==> config.mk <==
export PLATFORM = sky130hd
export DESIGN_NAME = line_finite_difference_derivative
export DESIGN_NICKNAME = d
export VERILOG_FILES = /design/src/rtl/lfd_pkg.sv /design/src/rtl/lfd_window.sv /design/src/rtl/lfd_scale.sv /design/src/rtl/line_finite_difference_derivative.sv
export SDC_FILE = /design/constraint.sdc
export NUM_CORES = 2
export LEC_CHECK = 0
export ABC_AREA = 1
export BUFFER_PORTS_ARGS = -buffer_cell sky130_fd_sc_hd__buf_2
export CAP_MARGIN = 20
export CORE_MARGIN = 3
export CORE_UTILIZATION = 59
export DETAILED_ROUTE_END_ITERATION = 6
export PLACE_DENSITY = 0.78
export RECOVER_POWER = 100
export SYNTH_ARGS = -nofsm -noshare
export SYNTH_HDL_FRONTEND = slang
export SYNTH_SLANG_ARGS = --single-unit
==> constraint.sdc <==
create_clock -name clk -period 7.7 [get_ports clk]
set_input_delay 1.54 -clock clk [delete_from_list [all_inputs] [get_ports clk]]
set_output_delay 1.54 -clock clk [all_outputs]
set_load 0.01 [all_outputs]
==> src/rtl/lfd_pkg.sv <==
// Types and constants of the line finite-difference derivative block.
// No dependencies; used by the window, scale and top modules through scoped names.
`timescale 1ns / 1ps

package lfd_pkg;

	localparam int SAMPLE_W = 32;
	localparam int NUM_W    = 38;
	localparam int MAG_W    = 37;
	localparam int COUNT_W  = 17;
	localparam int POS_W    = 16;
	localparam int INV_W    = 32;
	localparam int HALF_W   = 16;
	localparam int PROD_W   = MAG_W + HALF_W;
	localparam int Q_W      = PROD_W + 1;
	localparam int BURST_N  = 3;
	localparam int BCNT_W   = 2;

	localparam logic [INV_W-1:0]  INV_RESET = 32'd5461;
	localparam logic [HALF_W-1:0] ROUND_HALF = 16'h8000;
	localparam logic [SAMPLE_W-1:0] POS_LIMIT = 32'h7FFF_FFFF;
	localparam logic [SAMPLE_W-1:0] NEG_LIMIT = 32'h8000_0000;

	typedef logic signed [NUM_W-1:0] num_t;

	typedef struct packed {
		num_t             num;
		logic [POS_W-1:0] pos;
		logic             fin;
		logic             bad;
	} entry_t;

endpackage

==> src/rtl/lfd_window.sv <==
// Sample window, point counter and stencil numerators with a three-entry burst register.
// Depends on lfd_pkg.
`timescale 1ns / 1ps

module lfd_window #(
	parameter int MAX_LINE = 65536
) (
	input  logic                                 clk,
	input  logic                                 arst_n,
	input  logic                                 in_valid,
	output logic                                 in_ready,
	input  logic signed [lfd_pkg::SAMPLE_W-1:0] in_sample,
	input  logic                                 in_end,
	output logic                                 ent_valid,
	input  logic                                 ent_ready,
	output lfd_pkg::entry_t                      ent
);

	logic signed [lfd_pkg::SAMPLE_W-1:0] win_q [4];
	logic [lfd_pkg::COUNT_W-1:0]         cnt_q;
	lfd_pkg::entry_t                     bst_q [lfd_pkg::BURST_N];
	logic [lfd_pkg::BCNT_W-1:0]          bcnt_q;

	lfd_pkg::num_t x0, x1, x2, x3, x4;
	lfd_pkg::num_t inner_num;
	lfd_pkg::entry_t new_e [lfd_pkg::BURST_N];
	lfd_pkg::entry_t bad_e;
	logic [lfd_pkg::BCNT_W-1:0] new_n;
	logic [lfd_pkg::POS_W-1:0]  pos_i;
	logic accept, pop, over, early;

	assign ent_valid = (bcnt_q != '0);
	assign ent       = bst_q[0];
	assign pop       = ent_valid && ent_ready;
	assign in_ready  = (bcnt_q == '0) || ((bcnt_q == lfd_pkg::BCNT_W'(1)) && ent_ready);
	assign accept    = in_valid && in_ready;

	assign x0 = lfd_pkg::NUM_W'(win_q[0]);
	assign x1 = lfd_pkg::NUM_W'(win_q[1]);
	assign x2 = lfd_pkg::NUM_W'(win_q[2]);
	assign x3 = lfd_pkg::NUM_W'(win_q[3]);
	assign x4 = lfd_pkg::NUM_W'(in_sample);

	assign pos_i = cnt_q[lfd_pkg::POS_W-1:0];
	assign over  = (cnt_q >= lfd_pkg::COUNT_W'(MAX_LINE));
	assign early = (cnt_q < lfd_pkg::COUNT_W'(2));

	always_comb begin
		// Point i-2 is the first point, the second point, or an interior one.
		if (cnt_q == lfd_pkg::COUNT_W'(2)) begin
			inner_num = lfd_pkg::num_t'(6) *
				(lfd_pkg::num_t'(4) * x3 - lfd_pkg::num_t'(3) * x2 - x4);
		end else if (cnt_q == lfd_pkg::COUNT_W'(3)) begin
			inner_num = lfd_pkg::num_t'(6) * (x3 - x1);
		end else begin
			inner_num = x0 - lfd_pkg::num_t'(8) * x1 + lfd_pkg::num_t'(8) * x3 - x4;
		end
	end

	always_comb begin
		bad_e = '{num: '0, pos: '0, fin: 1'b1, bad: 1'b1};
		new_e[0] = '{num: inner_num, pos: pos_i - lfd_pkg::POS_W'(2), fin: 1'b0, bad: 1'b0};
		new_e[1] = '{num: lfd_pkg::num_t'(6) * (x4 - x2),
			pos: pos_i - lfd_pkg::POS_W'(1), fin: 1'b0, bad: 1'b0};
		new_e[2] = '{num: lfd_pkg::num_t'(6) *
			(lfd_pkg::num_t'(3) * x4 - lfd_pkg::num_t'(4) * x3 + x2),
			pos: pos_i, fin: 1'b1, bad: 1'b0};
		new_n = '0;
		if (over || (in_end && early)) begin
			new_e[0] = bad_e;
			new_n    = in_end ? lfd_pkg::BCNT_W'(1) : '0;
		end else if (!in_end) begin
			new_n = early ? '0 : lfd_pkg::BCNT_W'(1);
		end else begin
			new_n = lfd_pkg::BCNT_W'(3);
		end
	end

	always_ff @(posedge clk or negedge arst_n) begin
		if (!arst_n) begin
			for (int k = 0; k < 4; k++) begin
				win_q[k] <= '0;
			end
			cnt_q  <= '0;
			bcnt_q <= '0;
		end else begin
			if (accept) begin
				if (in_end) begin
					for (int k = 0; k < 4; k++) begin
						win_q[k] <= '0;
					end
					cnt_q <= '0;
				end else begin
					win_q[0] <= win_q[1];
					win_q[1] <= win_q[2];
					win_q[2] <= win_q[3];
					win_q[3] <= in_sample;
					if (!over) begin
						cnt_q <= cnt_q + lfd_pkg::COUNT_W'(1);
					end
				end
				bcnt_q <= new_n;
			end else if (pop) begin
				bcnt_q <= bcnt_q - lfd_pkg::BCNT_W'(1);
			end
		end
	end

	always_ff @(posedge clk) begin
		if (accept) begin
			for (int k = 0; k < lfd_pkg::BURST_N; k++) begin
				bst_q[k] <= new_e[k];
			end
		end else if (pop) begin
			bst_q[0] <= bst_q[1];
			bst_q[1] <= bst_q[2];
		end
	end

endmodule

==> src/rtl/lfd_scale.sv <==
// Scaling by the Q16.16 reciprocal, rounding and saturation, with the output register.
// Depends on lfd_pkg.
`timescale 1ns / 1ps

module lfd_scale (
	input  logic                              clk,
	input  logic                              arst_n,
	input  logic                              cfg_we,
	input  logic [lfd_pkg::INV_W-1:0]         cfg_wdata,
	input  logic                              ent_valid,
	output logic                              ent_ready,
	input  lfd_pkg::entry_t                   ent,
	output logic                              out_valid,
	input  logic                              out_ready,
	output logic signed [lfd_pkg::SAMPLE_W-1:0] out_deriv,
	output logic [lfd_pkg::POS_W-1:0]         out_pos,
	output logic                              out_fin,
	output logic                              out_clip,
	output logic                              out_bad
);

	logic [lfd_pkg::INV_W-1:0]  inv_q;
	logic                       v_s2, v_s3;
	logic [lfd_pkg::PROD_W-1:0] phi_s2, plo_s2;
	logic                       neg_s2, fin_s2, bad_s2;
	logic [lfd_pkg::POS_W-1:0]  pos_s2;
	logic signed [lfd_pkg::SAMPLE_W-1:0] deriv_s3;
	logic [lfd_pkg::POS_W-1:0]  pos_s3;
	logic                       fin_s3, clip_s3, bad_s3;

	logic                       ready_s2, ready_s3, neg;
	logic [lfd_pkg::NUM_W-1:0]  neg_num;
	logic [lfd_pkg::MAG_W-1:0]  mag;
	logic [lfd_pkg::Q_W-1:0]    q, lim;
	logic [lfd_pkg::SAMPLE_W-1:0] qs;
	logic                       clip;

	assign ready_s3  = !v_s3 || out_ready;
	assign ready_s2  = !v_s2 || ready_s3;
	assign ent_ready = ready_s2;

	assign neg     = ent.num[lfd_pkg::NUM_W-1];
	assign neg_num = -ent.num;
	assign mag     = neg ? neg_num[lfd_pkg::MAG_W-1:0] : ent.num[lfd_pkg::MAG_W-1:0];

	always_comb begin
		q = lfd_pkg::Q_W'(phi_s2) +
			lfd_pkg::Q_W'((lfd_pkg::Q_W'(plo_s2) + lfd_pkg::Q_W'(lfd_pkg::ROUND_HALF))
				>> lfd_pkg::HALF_W);
		lim  = neg_s2 ? lfd_pkg::Q_W'(lfd_pkg::NEG_LIMIT) : lfd_pkg::Q_W'(lfd_pkg::POS_LIMIT);
		clip = (q > lim);
		qs   = clip ? lim[lfd_pkg::SAMPLE_W-1:0] : q[lfd_pkg::SAMPLE_W-1:0];
	end

	always_ff @(posedge clk or negedge arst_n) begin
		if (!arst_n) begin
			inv_q <= lfd_pkg::INV_RESET;
			v_s2  <= 1'b0;
			v_s3  <= 1'b0;
		end else begin
			if (cfg_we) begin
				inv_q <= cfg_wdata;
			end
			if (ready_s2) begin
				v_s2 <= ent_valid;
			end
			if (ready_s3) begin
				v_s3 <= v_s2;
			end
		end
	end

	always_ff @(posedge clk) begin
		if (ready_s2 && ent_valid) begin
			phi_s2 <= lfd_pkg::PROD_W'(mag) *
				lfd_pkg::PROD_W'(inv_q[lfd_pkg::INV_W-1:lfd_pkg::HALF_W]);
			plo_s2 <= lfd_pkg::PROD_W'(mag) *
				lfd_pkg::PROD_W'(inv_q[lfd_pkg::HALF_W-1:0]);
			neg_s2 <= neg;
			pos_s2 <= ent.pos;
			fin_s2 <= ent.fin;
			bad_s2 <= ent.bad;
		end
		if (ready_s3 && v_s2) begin
			deriv_s3 <= neg_s2 ? -$signed(qs) : $signed(qs);
			pos_s3   <= pos_s2;
			fin_s3   <= fin_s2;
			clip_s3  <= clip;
			bad_s3   <= bad_s2;
		end
	end

	assign out_valid = v_s3;
	assign out_deriv = deriv_s3;
	assign out_pos   = pos_s3;
	assign out_fin   = fin_s3;
	assign out_clip  = clip_s3;
	assign out_bad   = bad_s3;

endmodule

==> src/rtl/line_finite_difference_derivative.sv <==
// Results pass the burst, product and output registers. Throughput: one sample beat
// per cycle while m_axis_tready is high; a line end that flushes three points holds
// s_axis_tready low while the burst register drains, one point per cycle.
// Reset (arst_n low, asynchronous): window and point count clear, no beat is pending,
// and inv_twelve_h returns to 5461 (about 1/12 in Q16.16).
`timescale 1ns / 1ps

module line_finite_difference_derivative #(
	parameter int MAX_LINE = 65536
) (
	input  logic        clk,
	input  logic        arst_n,
	// Configuration: inv_twelve_h, unsigned Q16.16, written when cfg_we is high.
	input  logic        cfg_we,
	input  logic [31:0] cfg_wdata,
	// Sample stream.
	input  logic        s_axis_tvalid,
	output logic        s_axis_tready,
	input  logic [31:0] s_axis_tdata,   // [31:0] sample (signed)
	input  logic        s_axis_tlast,   // line_end
	// Result stream.
	output logic        m_axis_tvalid,
	input  logic        m_axis_tready,
	output logic [47:0] m_axis_tdata,   // [31:0] derivative (signed), [47:32] position
	output logic        m_axis_tlast,   // final_res
	output logic [1:0]  m_axis_tuser    // [0] clipped, [1] bad_length
);

	// The front end keeps the last four samples and the count of samples in the
	// current line. Each accepted beat produces zero, one or three stencil
	// numerators, which wait in a small burst register and leave one per cycle
	// as the back end takes them. The back end multiplies the magnitude by the
	// two 16-bit halves of the reciprocal, registers both products, then
	// rounds, saturates and restores the sign into the output register.

	logic            ent_valid, ent_ready;
	lfd_pkg::entry_t ent;
	logic signed [lfd_pkg::SAMPLE_W-1:0] deriv;
	logic [lfd_pkg::POS_W-1:0] pos;
	logic            clip, bad;

	lfd_window #(
		.MAX_LINE(MAX_LINE)
	) u_window (
		.clk       (clk),
		.arst_n    (arst_n),
		.in_valid  (s_axis_tvalid),
		.in_ready  (s_axis_tready),
		.in_sample ($signed(s_axis_tdata)),
		.in_end    (s_axis_tlast),
		.ent_valid (ent_valid),
		.ent_ready (ent_ready),
		.ent       (ent)
	);

	lfd_scale u_scale (
		.clk       (clk),
		.arst_n    (arst_n),
		.cfg_we    (cfg_we),
		.cfg_wdata (cfg_wdata),
		.ent_valid (ent_valid),
		.ent_ready (ent_ready),
		.ent       (ent),
		.out_valid (m_axis_tvalid),
		.out_ready (m_axis_tready),
		.out_deriv (deriv),
		.out_pos   (pos),
		.out_fin   (m_axis_tlast),
		.out_clip  (clip),
		.out_bad   (bad)
	);

	// Pack the result beat: derivative in the low word, position above it.
	assign m_axis_tdata = {pos, deriv};
	assign m_axis_tuser = {bad, clip};

endmodule

* Word-level counts from Yosys, hierarchy flattened
Memories as Yosys holds them, arrays and structs flattened.
Cells that the tools add are included.
** Storage, ports and cells
- Memories kept :: 1
- ROM bits :: 0
- Flip-flop bits (word level) :: 357
- Bits of input ports :: 70
- Bits in writable memories :: 168
- Logic and storage cells :: 93
- Output and inout port bits :: 53
- Bits in latches :: 0
** Cells by class
- $mul :: 8
- Divide/modulo/power cells :: 0
- Magnitude comparators :: 3
- Equal/unequal tests :: 4
- Bitwise logic cells :: 2
- Muxes and demuxes :: 23
- Shift operators :: 0
- $add $sub $neg :: 17
- Reduce and logical (&&, ||, !) cells :: 15
** Memory list
- u_window.bst_q :: words 3, bits a word 56, read ports 3, clocked after memory_dff 0, write ports 3, line lfd_window.sv:21 : lfd_pkg::entry_t bst_q [lfd_pkg::BURST_N];
** Operators by type and width (count)
- $mux 56 :: 3
- $mul 3x38->37 const A :: 4
- $mux 128 :: 1
- $mul 37x16->53 :: 2
- $mux 32 :: 3
- $mux 38 :: 2
- $sub 38x32->38 :: 2
- $mul 3x32->35 const A :: 2
- $sub 32x32->33 :: 2
- $add 53x16->54 const B :: 1
- $add 53x38->54 :: 1
- $gt 54x54->1 :: 1
- $add 38x32->38 :: 1
- $add 36x35->37 :: 1
- $mux 37 :: 1
- $neg 37->37 :: 1
- $sub 32x35->36 :: 1
- $sub 34x35->36 :: 1
- $sub 35x34->36 :: 1
- $eq 17x2->1 const B :: 2
- $mux 17 :: 2
- $neg 32->32 :: 1
- $add 17x1->17 const B :: 1
- $ge 17x17->1 const B :: 1
- 15 further kinds :: 34

* Longest topological paths before layout
- Depth after elaboration :: 9
- Gate-level depth with buffers :: 58
- Gate-level depth less buffers :: 55

* Cells and area by module
From an unflattened synthesis, not the netlist that was laid out.
** Unflattened totals
- Cell total of the unflattened synthesis :: 11662
- Area, all modules :: 89031.6 µm²
** Modules (own cells, without submodules)
- lfd_scale :: area an instance 50383.3 µm², cells each 6505, sequential area each 5694.2 µm², times used 1
- lfd_window :: area an instance 38633.3 µm², cells each 5155, sequential area each 8573.2 µm², times used 1
- line_finite_difference_derivative :: area an instance 15.0 µm², cells each 2, sequential area each 0.0 µm², times used 1

* Worst setup path before layout
No wires, ideal clock.
- Path kind :: input to register
- Start point :: input s_axis_tdata[1]
- End point :: memory u_window.bst_q[1][55] in the netlist's numbering, data pin
- Path slack :: -788 ps
- Data required time :: 7446 ps
- Cell stages on the path :: 40
- Arrival :: 8234 ps
- Path through :: ha_1 > inv_1 > fa_1 > inv_1 > ha_1 > fa_1 > nand3_1 > nand2_1 > a21oi_1 > o21bai_1 > a21oi_1 > o21ai_0 > a21boi_0 > o21ai_0 > a21oi_1 > o21ai_0 > a21oi_1 > o21ai_0 > (+4 left out) > a221oi_1 > nand2_1 > nand3_1 > nand2_1 > a31oi_1 > o21ai_0 > xor2_1 > ha_1 > ha_1 > nand2_1 > nor2_1 > inv_1 > nor3_1 > nand3_1 > nand3_1 > xor2_1 > xor2_1 > inv_1
** RTL lines
- from (decl) :: line line_finite_difference_derivative.sv:19 : input logic [31:0] s_axis_tdata,
- to (decl) :: line lfd_window.sv:21

==> flow_summary.toml <==
[global_routing]
antenna_found_initial = 33
overflow = 0
grt_first_pass_wirelength_um = 512000
grt_max_degree = 211
grt_pass1_vias = 91480
grt_usage_pct = 44.1

[detailed_routing]
routed_wl_um = 374000
drt_iter0_markers = 9850
num_vias = 90260
first_pass_iters = 7
wl_per_cell_um = 25.1
ant_nets = 0
viasPerCell = 6.06
drc_errors = 788

[floorplanning]
die_w_um = 392
io_pins = 123
dieHeight_um = 392
rows = 140
start_util_pct = 59.8
core_area_um2 = 147000
dieArea_um2 = 153000

[finish]
layout-drive-gt1-share_pct = 21.0
fin_nets = 14977
fillCellCount = 10336
instances_no_fill = 14896
syn_to_final_growth_pct = 25.1

[yosys]
synth_seq_cells = 505
synth-warning-count = 0
syn_nets = 13490
netlist_area_um2 = 87800
synthArstFlopShare_pct = 35.8
synth_cells = 11415
yosysSeqAreaShare_pct = 16.3
synth_edf_count = 324
avgSynthCellArea_um2 = 7.69
synth_ff_type = "edfxtp_1"
synth_cell_types = 67

[timing]
setup_ws_ns = -1.10
setup_violations = 86
relSlewSlack_pct = -162
finalHoldViolCount = 0
whs_ns = 0.422
tightest_slew_ns = 3.94
max_freq_mhz = 114
clock_skew_ns = 0.0504
rsz0062_at_grt = "yes"
period_needed_ns = 8.80
min_period_over_period_pct = 114
drv_slew = 780

[min_path]
hold_path.class = "reg2reg"
holdPathStages = 0

[worst_setup_path]
max_stage_delay_ns = 0.81
r2r_cells = 41
worst_setup_path_start_kind = "flip-flop"
worst_path_max_delay_cell = "fa_1"
crit_path_end_kind = "flip-flop"
worst-r2r-setup-slack_ns = -1.10
required_ns = 8.17
cp_max_fo = 8
path_common_cell = "inv_1"
path_class = "reg2reg"
cp.arrival_ns = 9.27

[clocking]
htree_levels = 3
clk_latency_ns = 0.74
cts.sinks = 505
cts_root_buf = "clkbuf_16"
cts_buffer_depth = 3
cts_made_buffers = 67
clk_pin_slew_worst_paths_ns = 0.06
cts-hold-fix-buffers = 0
cts_tree = "built"

[place]
hpwl_um = 266000
dp.cells = 14542
place.gp.congestion = 1.05
portBuffers = 122

[run_status]
violations = "design-rule violations, max-capacitance violations, max-slew violations, negative setup slack"
status = "complete, but fails checks"

[run]
drv_cap = 12
[placed cells by master (no fill, tap or decap), types with 62 or more instances in the layout]
master and count:
a21oi_2 113, buf_2 65, nand3_1 380, edfxtp_1 324, xor2_1 295, a21oi_1 572, o21ai_0 529, buf_6 96
inv_1 2174, ha_1 831, xnor2_1 168, buf_12 66, nor2_2 85, nor2_1 823, buf_4 1409, nor3_1 62
clkbuf_16 71, clkbuf_1 82, nand2_2 104, inv_2 110, ha_4 90, fa_1 1020, nand2_1 2326, nand4_1 84
dfrtp_1 173
[logic make-up (layout without fill, tap and decap cells)]
group                    count (synthesis)  in the layout  share of synthesized area (%)
buffers and inverters                 2638           4178                           11.4
multiplexers                             2              2                         0.0228
XOR/XNOR                               505            505                           5.04
flip-flops                             505            505                           16.3
AND/OR/NAND/NOR                       4089           4089                           19.0
other                                    0             24                              0
adder cells (fa/ha/maj)               2005           2005                           37.8
AO/OA/AOI/OAI                         1671           1671                           10.5
[final timing paths]
kind / start / endpoint
worst min-delay path: u_window.bst_q[0][4]$_DFFE_PP_ / u_scale.pos_s2[2]$_DFFE_PP_
max in group asynchronous: arst_n / u_window.win_q[95]$_DFFE_PN0P_
worst max register to register: u_window.bst_q[0][18]$_SDFFCE_PP0P_ / u_scale.phi_s2[52]$_DFFE_PP_
min in group asynchronous: arst_n / u_window.cnt_q[7]$_DFFE_PN0P_
worst min register to register: u_window.bst_q[0][4]$_DFFE_PP_ / u_scale.pos_s2[2]$_DFFE_PP_
worst max-delay path: u_window.bst_q[0][18]$_SDFFCE_PP0P_ / u_scale.phi_s2[52]$_DFFE_PP_
[registers in the layout, indices dropped and copies added (netlist names), 2 cells and up]
signal	count
u_window.bst_q	163
u_window.win_q	128
u_scale.phi_s2	53
u_scale.plo_s2	38
u_scale.inv_q	32
u_scale.out_deriv	32
u_window.cnt_q	17
u_scale.out_pos	16
u_scale.pos_s2	16
u_window.bcnt_q	2
[metrics by stage]
step	setup WS [ns]	cell area, um^2	setup TNS [ns]	util [%]
3_3_place_gp	-1.00	101000	-17.96	68.7
2_1_floorplan	-0.251	87900	-0.251	-
5_1_grt	-1.27	110000	-83.67	74.8
4_1_cts	-0.176	106000	-1.73	72.2
3_5_place_dp	-1.03	101000	-30.80	68.7
6_report	-1.10	110000	-39.53	74.8
[Yosys cell counts (all sizes together), types with 34 or more instances]
cell type	count	area (um^2)
a21oi	708	3540
o21bai	34	255
a31oi	72	450
dfrtp	174	4350
nand4	85	538
ha	928	11600
o21a	41	308
inv	2299	8630
o21ai	628	3150
xor2	316	2770
buf	40	220
nand2	2475	9310
nor3	75	407
edfxtp	324	9730
or2	36	225
xnor2	189	1660
fa	1077	21600
nand3	411	2130
nor2	947	3650
clkbuf	278	1040
[metal layers]
layer / GRT usage [%] / part of all wire (%) / routed length, um / vias up
met5: 0.319 / 0.25 / 920 / -
met2: 74.4 / 45 / 168000 / 6198
met3: 10.3 / 12 / 45200 / 2686
met1: 46.0 / 31 / 115000 / 42466
li1: - / - / - / 38878
met4: 39.4 / 12 / 44700 / 32
[repair_timing]
action                                  CTS  global route
resized for setup                       492           724
setup buffers                           101           111
endpoints found under the setup margin   65           124
gates cloned                              4             4
pin swaps                               228           410
[area by class of cell]
type / instances / area [um^2] / share of cell area (%)
inverters: 2320 / 8780 / 8.00
well taps: 1917 / 2400 / 2.18
flip-flops and latches: 505 / 14300 / 13.0
clock inverters: 40 / 499 / 0.455
clock buffers: 82 / 1770 / 1.61
repair buffers: 1736 / 14000 / 12.8
multi-input cells: 8272 / 68000 / 61.9
diodes: 24 / 60.1 / 0.0547
[critical path, delay by kind of cell, from the launching register on]
family          cells  cell delay, ns
xor+xnor            1            0.07
flops               1            0.41
buf+inv            15            1.35
simple gates        8            1.01
compound gates      9            1.73
fa+ha+maj           8            3.89
Power is left out: the tool's default activity adds up to more than one toggle a clock period on the data nets, which glitch-free logic cannot reach.
